**config.mk**
```make
export PLATFORM = sky130hd
export DESIGN_NAME = tracker_adv_filter_table
export DESIGN_NICKNAME = d
export VERILOG_FILES = /design/src/rtl/core/tafl_pkg.sv /design/src/rtl/core/tafl_ram.sv /design/src/rtl/core/tafl_front.sv /design/src/rtl/core/tafl_queue.sv /design/src/rtl/core/tafl_back.sv /design/src/rtl/core/tracker_adv_filter_table.sv
export SDC_FILE = /design/constraint.sdc
export NUM_CORES = 2
export LEC_CHECK = 0
export ABC_AREA = 1
export BUFFER_PORTS_ARGS = -buffer_cell sky130_fd_sc_hd__buf_2
export CELL_PAD_IN_SITES_DETAIL_PLACEMENT = 0
export CELL_PAD_IN_SITES_GLOBAL_PLACEMENT = 2
export CORE_MARGIN = 5
export CORE_UTILIZATION = 41
export DETAILED_ROUTE_END_ITERATION = 10
export GPL_TIMING_DRIVEN = 0
export PLACE_DENSITY_LB_ADDON = 0.1
export RECOVER_POWER = 25
export SETUP_SLACK_MARGIN = 0.3
export SLEW_MARGIN = 20
export SYNTH_ARGS = -nofsm -noshare
export SYNTH_HDL_FRONTEND = slang
export SYNTH_SLANG_ARGS = --single-unit
```
**constraint.sdc**
```tcl
create_clock -name i_clk -period 9.9 [get_ports i_clk]
set_clock_uncertainty 0.2 [all_clocks]
set_input_delay 1.485 -clock i_clk [delete_from_list [all_inputs] [get_ports i_clk]]
set_output_delay 1.485 -clock i_clk [all_outputs]
set_load 0.05 [all_outputs]
```
**src/rtl/core/tafl_pkg.sv**
```systemverilog
// Shared types, codes and constants for the tracker advertisement filter.
// Used by every module of the block but tafl_ram; depends on nothing else.
`default_nettype none

package tafl_pkg;

    // Table size and the longest payload that is parsed.
    localparam int TABLE_ENTRIES_DEF = 16;
    localparam int MAX_PAYLOAD_DEF   = 31;

    // Report interval after reset.
    localparam logic [31:0] INTERVAL_RESET = 32'd5000;

    // Configuration port.
    localparam int          CFG_ADDR_W   = 3;
    localparam logic        CFG_IDX_INTERVAL = 1'b0;

    // Request action codes.
    localparam logic [1:0] ACT_BYTE  = 2'd0;
    localparam logic [1:0] ACT_START = 2'd1;
    localparam logic [1:0] ACT_STOP  = 2'd2;
    localparam logic [1:0] ACT_READ  = 2'd3;

    // Manufacturer data header that marks a tracker advertisement.
    localparam logic [7:0] AD_TYPE_MFG  = 8'hFF;
    localparam logic [7:0] COMPANY_LO   = 8'h4C;
    localparam logic [7:0] COMPANY_HI   = 8'h00;
    localparam logic [7:0] MSG_TYPE     = 8'h12;
    localparam logic [2:0] HDR_LEN      = 3'd4;
    localparam logic [2:0] HDR_FAILED   = 3'd7;

    // Queue between the parser and the table engine.
    localparam int Q_DEPTH = 2;
    localparam int Q_PTR_W = 1;
    localparam int Q_CNT_W = 2;

    typedef struct packed {
        logic [1:0]         action;
        logic [7:0]         adv_byte;
        logic               last_byte;
        logic [47:0]        sender_address;
        logic signed [7:0]  signal_dbm;
        logic [31:0]        now_tick;
        logic [5:0]         entry_select;
    } t_req;

    typedef struct packed {
        logic               match_found;
        logic [5:0]         entry_index;
        logic               is_new_entry;
        logic               table_full_drop;
        logic               report_due;
        logic [6:0]         entry_count;
        logic               read_ok;
        logic [47:0]        read_address;
        logic signed [7:0]  read_signal_dbm;
    } t_res;

    typedef enum logic [1:0] {
        OP_EVAL,
        OP_START,
        OP_STOP,
        OP_READ
    } t_op;

    // One classified request, handed from the parser to the table engine.
    typedef struct packed {
        t_op                op;
        logic               matched;
        logic [47:0]        addr;
        logic signed [7:0]  sig;
        logic [31:0]        now;
        logic [5:0]         sel;
    } t_job;

    typedef struct packed {
        logic [47:0]        addr;
        logic signed [7:0]  sig;
        logic [31:0]        tick;
    } t_entry;

    typedef enum logic [1:0] {
        BS_IDLE,
        BS_CMP,
        BS_UPD,
        BS_READ
    } t_bstate;

    // Expected header byte at a given offset into a structure, offset 1 first.
    function automatic logic [7:0] hdr_byte(input logic [1:0] k);
        logic [7:0] b;
        case (k)
            2'd0:    b = AD_TYPE_MFG;
            2'd1:    b = COMPANY_LO;
            2'd2:    b = COMPANY_HI;
            default: b = MSG_TYPE;
        endcase
        return b;
    endfunction

endpackage

`default_nettype wire

```
**src/rtl/core/tafl_ram.sv**
```systemverilog
// Generic single-write, single-read RAM with a registered read port.
// Standalone; no package dependency.
`default_nettype none

module tafl_ram #(
    parameter int WIDTH = 8,
    parameter int DEPTH = 16,
    localparam int AW = (DEPTH > 1) ? $clog2(DEPTH) : 1
) (
    input  wire logic             i_clk,
    input  wire logic             i_we,
    input  wire logic [AW-1:0]    i_waddr,
    input  wire logic [WIDTH-1:0] i_wdata,
    input  wire logic [AW-1:0]    i_raddr,
    output logic      [WIDTH-1:0] o_rdata
);

    logic [WIDTH-1:0] r_mem [DEPTH];

    always_ff @(posedge i_clk) begin
        if (i_we) begin
            r_mem[i_waddr] <= i_wdata;
        end
        o_rdata <= r_mem[i_raddr];
    end

endmodule

`default_nettype wire

```
**src/rtl/core/tafl_front.sv**
```systemverilog
// Front end: walks the AD structures byte by byte and classifies requests.
// Depends on tafl_pkg; feeds tafl_queue.
`default_nettype none

module tafl_front #(
    parameter int MAX_PAYLOAD = tafl_pkg::MAX_PAYLOAD_DEF
) (
    input  wire logic          i_clk,
    input  wire logic          i_rst_n,
    input  wire logic          i_accept,
    input  wire tafl_pkg::t_req i_req,
    output logic               o_push,
    output tafl_pkg::t_job     o_job
);

    localparam logic [7:0] MAX_POS = 8'(MAX_PAYLOAD);

    logic [7:0] r_pos,    n_pos;
    logic [8:0] r_sstart, n_sstart;
    logic [7:0] r_slen,   n_slen;
    logic       r_halt,   n_halt;
    logic [2:0] r_hdr,    n_hdr;
    logic [8:0] r_cend,   n_cend;
    logic       r_cseen,  n_cseen;

    logic [8:0] off;
    logic [8:0] off_m1;
    logic       is_byte;
    logic       matched;

    always_comb begin
        n_pos    = r_pos;
        n_sstart = r_sstart;
        n_slen   = r_slen;
        n_halt   = r_halt;
        n_hdr    = r_hdr;
        n_cend   = r_cend;
        n_cseen  = r_cseen;
        off      = {1'b0, r_pos} + {1'b0, r_slen} + 9'd1 - r_sstart;
        off_m1   = off - 9'd1;
        is_byte  = (i_req.action == tafl_pkg::ACT_BYTE);

        // Bytes past the payload limit are counted as nothing.
        if (i_accept && is_byte && (r_pos < MAX_POS)) begin
            n_pos = r_pos + 8'd1;
            if (!r_halt && !r_cseen) begin
                if ({1'b0, r_pos} == r_sstart) begin
                    // Length byte of a new structure; zero ends the walk.
                    if (i_req.adv_byte == 8'd0) begin
                        n_halt = 1'b1;
                    end else begin
                        n_slen   = i_req.adv_byte;
                        n_sstart = {1'b0, r_pos} + 9'd1 + {1'b0, i_req.adv_byte};
                        n_hdr    = 3'd0;
                    end
                end else if ((r_hdr != tafl_pkg::HDR_FAILED) && (off <= 9'd4)) begin
                    if ((off == {6'd0, r_hdr} + 9'd1) &&
                        (i_req.adv_byte == tafl_pkg::hdr_byte(off_m1[1:0]))) begin
                        n_hdr = off[2:0];
                        if ((off[2:0] == tafl_pkg::HDR_LEN) && (r_slen >= 8'd4)) begin
                            n_cseen = 1'b1;
                            n_cend  = r_sstart;
                        end
                    end else begin
                        n_hdr = tafl_pkg::HDR_FAILED;
                    end
                end
            end
        end

        // The candidate counts only if it ends within the received payload.
        matched = (n_pos >= 8'd4) && n_cseen && (n_cend <= {1'b0, n_pos});

        o_push       = 1'b0;
        o_job.op     = tafl_pkg::OP_EVAL;
        o_job.matched = matched;
        o_job.addr   = i_req.sender_address;
        o_job.sig    = i_req.signal_dbm;
        o_job.now    = i_req.now_tick;
        o_job.sel    = i_req.entry_select;

        if (i_accept) begin
            case (i_req.action)
                tafl_pkg::ACT_BYTE: begin
                    if (i_req.last_byte) begin
                        o_push   = 1'b1;
                        n_pos    = 8'd0;
                        n_sstart = 9'd0;
                        n_slen   = 8'd0;
                        n_halt   = 1'b0;
                        n_hdr    = 3'd0;
                        n_cend   = 9'd0;
                        n_cseen  = 1'b0;
                    end
                end
                tafl_pkg::ACT_START: begin
                    o_push   = 1'b1;
                    o_job.op = tafl_pkg::OP_START;
                end
                tafl_pkg::ACT_STOP: begin
                    o_push   = 1'b1;
                    o_job.op = tafl_pkg::OP_STOP;
                end
                default: begin
                    o_push   = 1'b1;
                    o_job.op = tafl_pkg::OP_READ;
                end
            endcase
        end
    end

    always_ff @(posedge i_clk) begin
        if (!i_rst_n) begin
            r_pos    <= 8'd0;
            r_sstart <= 9'd0;
            r_slen   <= 8'd0;
            r_halt   <= 1'b0;
            r_hdr    <= 3'd0;
            r_cend   <= 9'd0;
            r_cseen  <= 1'b0;
        end else begin
            r_pos    <= n_pos;
            r_sstart <= n_sstart;
            r_slen   <= n_slen;
            r_halt   <= n_halt;
            r_hdr    <= n_hdr;
            r_cend   <= n_cend;
            r_cseen  <= n_cseen;
        end
    end

endmodule

`default_nettype wire

```
**src/rtl/core/tafl_queue.sv**
```systemverilog
// Two-entry queue of classified requests between the front and back ends.
// Depends on tafl_pkg for the request type and depth.
`default_nettype none

module tafl_queue (
    input  wire logic           i_clk,
    input  wire logic           i_rst_n,
    input  wire logic           i_push,
    input  wire tafl_pkg::t_job i_job,
    input  wire logic           i_pop,
    output tafl_pkg::t_job      o_head,
    output logic                o_full,
    output logic                o_empty
);

    tafl_pkg::t_job              r_mem [tafl_pkg::Q_DEPTH];
    logic [tafl_pkg::Q_PTR_W-1:0] r_wp, r_rp;
    logic [tafl_pkg::Q_CNT_W-1:0] r_cnt;

    assign o_full  = (r_cnt == tafl_pkg::Q_CNT_W'(tafl_pkg::Q_DEPTH));
    assign o_empty = (r_cnt == '0);
    assign o_head  = r_mem[r_rp];

    always_ff @(posedge i_clk) begin
        if (i_push) begin
            r_mem[r_wp] <= i_job;
        end
    end

    always_ff @(posedge i_clk) begin
        if (!i_rst_n) begin
            r_wp  <= '0;
            r_rp  <= '0;
            r_cnt <= '0;
        end else begin
            if (i_push) begin
                r_wp <= r_wp + 1'b1;
            end
            if (i_pop) begin
                r_rp <= r_rp + 1'b1;
            end
            case ({i_push, i_pop})
                2'b10:   r_cnt <= r_cnt + 1'b1;
                2'b01:   r_cnt <= r_cnt - 1'b1;
                default: r_cnt <= r_cnt;
            endcase
        end
    end

endmodule

`default_nettype wire

```
**src/rtl/core/tafl_back.sv**
```systemverilog
// Back end: holds the tracked-entry table and carries out queued requests.
// Depends on tafl_pkg and instantiates tafl_ram for the table storage.
`default_nettype none

module tafl_back #(
    parameter int TABLE_ENTRIES = tafl_pkg::TABLE_ENTRIES_DEF
) (
    input  wire logic           i_clk,
    input  wire logic           i_rst_n,
    input  wire logic [31:0]    i_interval,
    input  wire logic           i_empty,
    input  wire tafl_pkg::t_job i_job,
    output logic                o_pop,
    output logic                o_valid,
    output tafl_pkg::t_res      o_res
);

    localparam int IDX_W = (TABLE_ENTRIES > 1) ? $clog2(TABLE_ENTRIES) : 1;
    localparam int CNT_W = $clog2(TABLE_ENTRIES + 1);
    localparam logic [CNT_W-1:0] FULL_COUNT = CNT_W'(TABLE_ENTRIES);
    localparam int EW = $bits(tafl_pkg::t_entry);

    tafl_pkg::t_bstate r_state, n_state;
    logic [CNT_W-1:0]  r_count, n_count;
    logic              r_active, n_active;
    logic [IDX_W-1:0]  r_idx, n_idx;
    tafl_pkg::t_job    r_job, n_job;
    logic              n_valid;
    tafl_pkg::t_res    n_res;

    tafl_pkg::t_job    cur;
    tafl_pkg::t_entry  rd_entry;
    tafl_pkg::t_entry  wr_entry;
    logic [EW-1:0]     ram_rdata;
    logic              we;
    logic [IDX_W-1:0]  waddr;
    logic              do_miss;
    logic              due;
    logic [31:0]       elapsed;

    tafl_ram #(
        .WIDTH (EW),
        .DEPTH (TABLE_ENTRIES)
    ) u_table (
        .i_clk   (i_clk),
        .i_we    (we),
        .i_waddr (waddr),
        .i_wdata (wr_entry),
        .i_raddr (n_idx),
        .o_rdata (ram_rdata)
    );

    assign rd_entry = tafl_pkg::t_entry'(ram_rdata);

    always_comb begin
        n_state  = r_state;
        n_count  = r_count;
        n_active = r_active;
        n_idx    = r_idx;
        n_job    = r_job;
        o_pop    = 1'b0;
        we       = 1'b0;
        waddr    = r_idx;
        wr_entry = rd_entry;
        n_valid  = 1'b0;
        n_res    = '0;
        do_miss  = 1'b0;
        cur      = (r_state == tafl_pkg::BS_IDLE) ? i_job : r_job;
        elapsed  = r_job.now - rd_entry.tick;
        due      = (rd_entry.tick == 32'd0) || (elapsed >= i_interval);

        case (r_state)
            tafl_pkg::BS_IDLE: begin
                if (!i_empty) begin
                    o_pop = 1'b1;
                    n_job = i_job;
                    case (i_job.op)
                        tafl_pkg::OP_START: begin
                            n_count  = '0;
                            n_active = 1'b1;
                            n_valid  = 1'b1;
                        end
                        tafl_pkg::OP_STOP: begin
                            n_active = 1'b0;
                            n_valid  = 1'b1;
                        end
                        tafl_pkg::OP_READ: begin
                            if ({1'b0, i_job.sel} < 7'(r_count)) begin
                                n_idx   = i_job.sel[IDX_W-1:0];
                                n_state = tafl_pkg::BS_READ;
                            end else begin
                                n_valid = 1'b1;
                            end
                        end
                        default: begin
                            if (!(i_job.matched && r_active)) begin
                                n_valid = 1'b1;
                            end else if (r_count == '0) begin
                                do_miss = 1'b1;
                            end else begin
                                n_idx   = '0;
                                n_state = tafl_pkg::BS_CMP;
                            end
                        end
                    endcase
                end
            end
            tafl_pkg::BS_CMP: begin
                if (rd_entry.addr == r_job.addr) begin
                    n_state = tafl_pkg::BS_UPD;
                end else if (7'(r_idx) + 7'd1 == 7'(r_count)) begin
                    do_miss = 1'b1;
                    n_state = tafl_pkg::BS_IDLE;
                end else begin
                    n_idx = r_idx + 1'b1;
                end
            end
            tafl_pkg::BS_UPD: begin
                // Known sender: refresh its signal and restamp when a report is due.
                we            = 1'b1;
                wr_entry.addr = r_job.addr;
                wr_entry.sig  = r_job.sig;
                wr_entry.tick = due ? r_job.now : rd_entry.tick;
                n_valid             = 1'b1;
                n_res.match_found   = 1'b1;
                n_res.entry_index   = 6'(r_idx);
                n_res.report_due    = due;
                n_state             = tafl_pkg::BS_IDLE;
            end
            tafl_pkg::BS_READ: begin
                n_valid               = 1'b1;
                n_res.read_ok         = 1'b1;
                n_res.read_address    = rd_entry.addr;
                n_res.read_signal_dbm = rd_entry.sig;
                n_state               = tafl_pkg::BS_IDLE;
            end
            default: begin
                n_state = tafl_pkg::BS_IDLE;
            end
        endcase

        // Sender not in the table: append it, or drop it when the table is full.
        if (do_miss) begin
            n_valid           = 1'b1;
            n_res.match_found = 1'b1;
            if (r_count >= FULL_COUNT) begin
                n_res.table_full_drop = 1'b1;
            end else begin
                we                 = 1'b1;
                waddr              = r_count[IDX_W-1:0];
                wr_entry.addr      = cur.addr;
                wr_entry.sig       = cur.sig;
                wr_entry.tick      = cur.now;
                n_res.entry_index  = 6'(r_count);
                n_res.is_new_entry = 1'b1;
                n_count            = r_count + 1'b1;
            end
        end

        n_res.entry_count = 7'(n_count);
    end

    always_ff @(posedge i_clk) begin
        if (!i_rst_n) begin
            r_state  <= tafl_pkg::BS_IDLE;
            r_count  <= '0;
            r_active <= 1'b0;
            r_idx    <= '0;
            o_valid  <= 1'b0;
        end else begin
            r_state  <= n_state;
            r_count  <= n_count;
            r_active <= n_active;
            r_idx    <= n_idx;
            o_valid  <= n_valid;
        end
    end

    always_ff @(posedge i_clk) begin
        r_job <= n_job;
        o_res <= n_res;
    end

endmodule

`default_nettype wire

```
**src/rtl/core/tracker_adv_filter_table.sv**
```systemverilog
// Top level of the tracker advertisement filter and table.
// Depends on tafl_pkg; instantiates tafl_front, tafl_queue and tafl_back.
//
// Usage. A request is taken at a rising edge where start is high and busy is
// low. Payload bytes (action 0) are parsed by the front end in the cycle they
// arrive; only the last byte of an advertisement, and every start, stop or
// read request, yields a result. Those are classified and placed in a
// two-entry queue, so busy rises only when the queue is full.
// The back end takes one queued request at a time. Start, stop, a read that
// is out of range, a payload that does not match or arrives while the scan
// is stopped, and a match against an empty table are answered from the idle
// state; an in-range read waits for one table RAM read. Any other match walks
// the table one entry per cycle through the table RAM read port; the back
// end takes no new request until it ends, and that walk sets the throughput.
// Each result is shown on o_result for exactly one cycle with o_valid high;
// the receiver cannot stall, and results leave in request order.
// Reset empties the table, clears the scan-active flag and parser state, and
// sets the report interval to 5000 ticks. The user must write it via the APB
// port at byte address 0 and only while the block is idle; it is not enforced.
`default_nettype none

module tracker_adv_filter_table #(
    parameter int TABLE_ENTRIES = tafl_pkg::TABLE_ENTRIES_DEF,
    parameter int MAX_PAYLOAD   = tafl_pkg::MAX_PAYLOAD_DEF
) (
    input  wire logic                          i_clk,
    input  wire logic                          i_rst_n,
    input  wire logic                          start,
    output logic                               busy,
    input  wire tafl_pkg::t_req                i_request,
    output logic                               o_valid,
    output tafl_pkg::t_res                     o_result,
    input  wire logic                          psel,
    input  wire logic                          penable,
    input  wire logic                          pwrite,
    input  wire logic [tafl_pkg::CFG_ADDR_W-1:0] paddr,
    input  wire logic [31:0]                   pwdata,
    output logic [31:0]                        prdata,
    output logic                               pready
);

    logic [31:0]    r_interval;
    logic           accept;
    logic           push;
    logic           pop;
    logic           q_empty;
    tafl_pkg::t_job push_job;
    tafl_pkg::t_job head_job;

    // Configuration register: the only register sits in the lowest word.
    assign pready = 1'b1;
    assign prdata = (paddr[2] == tafl_pkg::CFG_IDX_INTERVAL) ? r_interval : 32'd0;

    always_ff @(posedge i_clk) begin
        if (!i_rst_n) begin
            r_interval <= tafl_pkg::INTERVAL_RESET;
        end else if (psel && penable && pwrite && pready &&
                     (paddr[2] == tafl_pkg::CFG_IDX_INTERVAL)) begin
            r_interval <= pwdata;
        end
    end

    assign accept = start && !busy;

    tafl_front #(
        .MAX_PAYLOAD (MAX_PAYLOAD)
    ) u_front (
        .i_clk    (i_clk),
        .i_rst_n  (i_rst_n),
        .i_accept (accept),
        .i_req    (i_request),
        .o_push   (push),
        .o_job    (push_job)
    );

    // The queue lets the parser keep taking bytes while the table is searched.
    tafl_queue u_queue (
        .i_clk   (i_clk),
        .i_rst_n (i_rst_n),
        .i_push  (push),
        .i_job   (push_job),
        .i_pop   (pop),
        .o_head  (head_job),
        .o_full  (busy),
        .o_empty (q_empty)
    );

    tafl_back #(
        .TABLE_ENTRIES (TABLE_ENTRIES)
    ) u_back (
        .i_clk      (i_clk),
        .i_rst_n    (i_rst_n),
        .i_interval (r_interval),
        .i_empty    (q_empty),
        .i_job      (head_job),
        .o_pop      (pop),
        .o_valid    (o_valid),
        .o_res      (o_result)
    );

endmodule

`default_nettype wire

```
==> impl_metrics.json <==
{
  "status": "complete, but fails checks",
  "violations": "capacitance limit, slew limit",
  "critPathBufInv": 8,
  "grt_pass1_wl_mm": 422.0,
  "ctsResizeCount": 0,
  "hold-worst-slack_ns": 0.2447,
  "syn_area_per_cell_um2": 10.27,
  "num_vias": 62321,
  "p_switching_uw": 10480,
  "crit_path_top_delay_cell": "clkbuf_1",
  "min_path_type": "reg -> reg",
  "hold_viol": 0,
  "ys_ff_latch": 1938,
  "coreArea_um2": 209200,
  "crit_fanout": 16,
  "place_ws_ns": 3.276,
  "seq_area_frac_synth_pct": 64.83,
  "drive_gt1_share_pct": 9.294,
  "post-cts-setup-buffers": 0,
  "critPathRequiredTime_ns": 10.21,
  "leakagePower_uw": 0.04056,
  "dpl.cell_count": 11535,
  "cts_hold_buf": 0,
  "reg2reg_depth": 17,
  "nFillCells": 19520,
  "r2r-end": "u_back.u_table.r_mem[10][29]$_DFFE_PP_",
  "grt_max_degree": 23,
  "internal_power_uw": 17700,
  "cts.sinks": 1938,
  "combPwrFrac_pct": 32.8,
  "fp.dieW_um": 467.8,
  "hold_depth": 2,
  "cap_viol_max_count": 12,
  "cts_max_level": 4,
  "ys_warn_count": 0,
  "synthFlopType": "edfxtp_1",
  "first_pass_iters": 5,
  "drv_slew": 149,
  "switching_share_pct": 37.19,
  "cp_cell_sequence": "clkbuf_1 -> inv_1 -> clkbuf_1 -> clkbuf_1 -> or2_2 -> o21ai_0 -> ha_1 -> inv_1 -> nor2_1 -> nand3_1 -> nand2_1 -> nand2_1 -> clkbuf_1 -> clkbuf_1 -> buf_2 -> nand3_1 -> nand2_1",
  "cts_tree": "done",
  "start_util_pct": 41.09,
  "crit_arrival_ns": 8.51,
  "yosysTopAreaCellShare_pct": 59.05,
  "areaGrowthSynthToFinish_pct": 16.10,
  "grtUsageTotal_pct": 26.50,
  "gr-total-overflow": 0,
  "synth.top_cells.by_count": "nand2_1, nand3_1, edfxtp_1, inv_1, buf_2",
  "finalCritPeriodShare_pct": 82.82,
  "clock_latency_ns": 0.86,
  "synth_cell_types": 48,
  "final_cells": 11951,
  "period_minus_slack_ns": 8.199,
  "die_height_um": 467.8,
  "synth.most_common_cell": "nand2_1",
  "rsz0062_at_grt": "no",
  "clock_path_buffers": 3,
  "postRouteWirelength_mm": 294.3,
  "syn_area_um2": 85940,
  "critPathMaxStageDelay_ns": 1.48,
  "yosys.area.top_type": "edfxtp_1",
  "holdCritStartpoint": "u_back.u_table.o_rdata[36]$_DFF_P_",
  "cts_root_buf": "clkbuf_16",
  "antenna_found_initial": 29,
  "vias_per_cell": 5.215,
  "fin_ws_ns": 1.701,
  "synthArstFlopShare_pct": 0,
  "p_clk_share_pct": 28.6,
  "finalPower_uw": 28180,
  "cp-end-kind": "flop",
  "tightest_slew_ns": 2.508,
  "globalplace.congestion": 0.8442,
  "synth-edff-count": 1690,
  "cts_made_buffers": 212,
  "ir_worst_vdd_mv": 0.2154,
  "path_clk_slew_ns": 0.06,
  "post_drt_wl_per_cell_um": 24.63,
  "drtIter0Drc": 5608,
  "start_kind": "flop",
  "grt_pass1_vias": 59981,
  "ant_nets": 0,
  "rows": 168,
  "port_buffers": 247,
  "finalNetCount": 9206,
  "ys_top_cells_by_area": "edfxtp_1, nand3_1, nand2_1, dfxtp_1, inv_1",
  "critical_path.top_delay_family": "buffers and inverters",
  "regToRegSetupSlack_ns": 1.70,
  "crit_top_cell": "clkbuf_1",
  "dieArea_um2": 218900,
  "crit_type": "reg -> reg",
  "hpwlAfterDp_mm": 212.7,
  "setup_viol": 0,
  "fmax_ghz": 0.1220,
  "drc": 0,
  "holdPathEnd": "u_back.o_res[4]$_SDFF_PN0_",
  "pwr-share-seq_pct": 38.6,
  "ios": 255,
  "power_per_cell_area_nw_per_um2": 282.4,
  "syn_inst": 8367,
  "post-route-util_pct": 47.70,
  "slew_headroom_pct": -67.84
}
==> kinds of logic after synthesis <==
kind of cell	synth area share [%]
AND/OR/NAND/NOR	21.23
multiplexers	0.6523
buffers and inverters	7.849
AO/OA/AOI/OAI	2.838
adder cells (fa/ha/maj)	1.776
XOR/XNOR	0.8153
other	0.008739
flip-flops	64.83
==> routing by layer <==
layer | part of all wire (%) | vias to the layer above | GRT usage [%] | wire (um)
li1 | - | 29323 | - | -
met3 | 5.7 | 438 | 3.306 | 16850
met1 | 43 | 30598 | 35.64 | 125500
met5 | 0.0041 | - | 0 | 12
met2 | 48 | 1960 | 44.13 | 140700
met4 | 3.8 | 2 | 9.936 | 11260
==> worst register-to-register path: cells and delay by family, from the launching register on <==
family | cells | cell delay, ns
buf+inv | 8 | 5.28
simple gates | 7 | 1.49
fa+ha+maj | 1 | 0.37
flops | 1 | 0.30
compound gates | 1 | 0.20
==> layout make-up <==
| type | instances | area (um^2) | area share, % |
|---|---|---|---|
| Multi-Input combinational cell | 4754 | 23730 | 23.78 |
| Clock buffer | 286 | 5953 | 5.967 |
| Buffer | 476 | 2227 | 2.232 |
| Tap cell | 2805 | 3510 | 3.518 |
| Sequential cell | 1938 | 55710 | 55.84 |
| Clock inverter | 108 | 1119 | 1.121 |
| Timing Repair Buffer | 360 | 2959 | 2.966 |
| Inverter | 1202 | 4512 | 4.522 |
| Antenna cell | 22 | 55.05 | 0.05518 |
==> state kept, by name, summed over array words and instances, names as in the netlist, 4 cells and up, named ones only <==
name	flops
u_front.r_cend	9
u_back.u_table.o_rdata	88
u_front.r_sstart	9
u_back.u_table.r_mem	1408
u_back.r_idx	4
u_back.o_res	71
u_front.r_slen	8
u_back.r_count	5
r_interval	32
u_front.r_pos	8
u_back.r_job	88
u_queue.r_mem	194
==> how the worst max path moves through the flow <==
stage | startpoint | endpoint | slack [ns] | cells after the start
after floorplan | u_back.r_state[0]$_SDFFE_PN0P_ | u_back.u_table.r_mem[3][0]$_DFFE_PP_ | 2.31 | 12
after global placement | u_back.r_state[0]$_SDFFE_PN0P_ | u_back.u_table.r_mem[7][51]$_DFFE_PP_ | -5.12 | 12
after detailed placement | u_back.u_table.o_rdata[0]$_DFF_P_ | u_back.u_table.r_mem[12][30]$_DFFE_PP_ | 3.28 | 23
after CTS | u_back.u_table.o_rdata[0]$_DFF_P_ | u_back.u_table.r_mem[12][30]$_DFFE_PP_ | 3.23 | 23
after global routing | flop | u_back.u_table.r_mem[10][29]$_DFFE_PP_ | 1.48 | 17
final | flop | u_back.u_table.r_mem[10][29]$_DFFE_PP_ | 1.70 | 17
==> power groups by stage <==
stage	sequential (uW)	clock (uW)	combinational, uW
2_1_floorplan	11000	0	5360
3_3_place_gp	11100	0	9000
3_5_place_dp	11000	0	9460
4_1_cts	10900	8190	9500
5_1_grt	10900	8540	10100
6_report	10900	8060	9230
==> per-stage QoR <==
stage / TNS [ns] / cell area, um^2
after global routing: 0 / 99740
final: 0 / 99770
after detailed placement: 0 / 93410
after global placement: -6926.04 / 90700
after floorplan: 0 / 85950
after CTS: 0 / 100500
==> cells in the final DEF, fill, tap and decap left out, drive strengths merged, types with 178 or more instances in the layout <==
cell type	instances
buf	483
clkbuf	639
dfxtp	248
edfxtp	1690
inv	1206
nand2	1882
nand3	1721
nand3b	178
nor2	214
o21ai	209
Power figures use the tool's default switching activity.
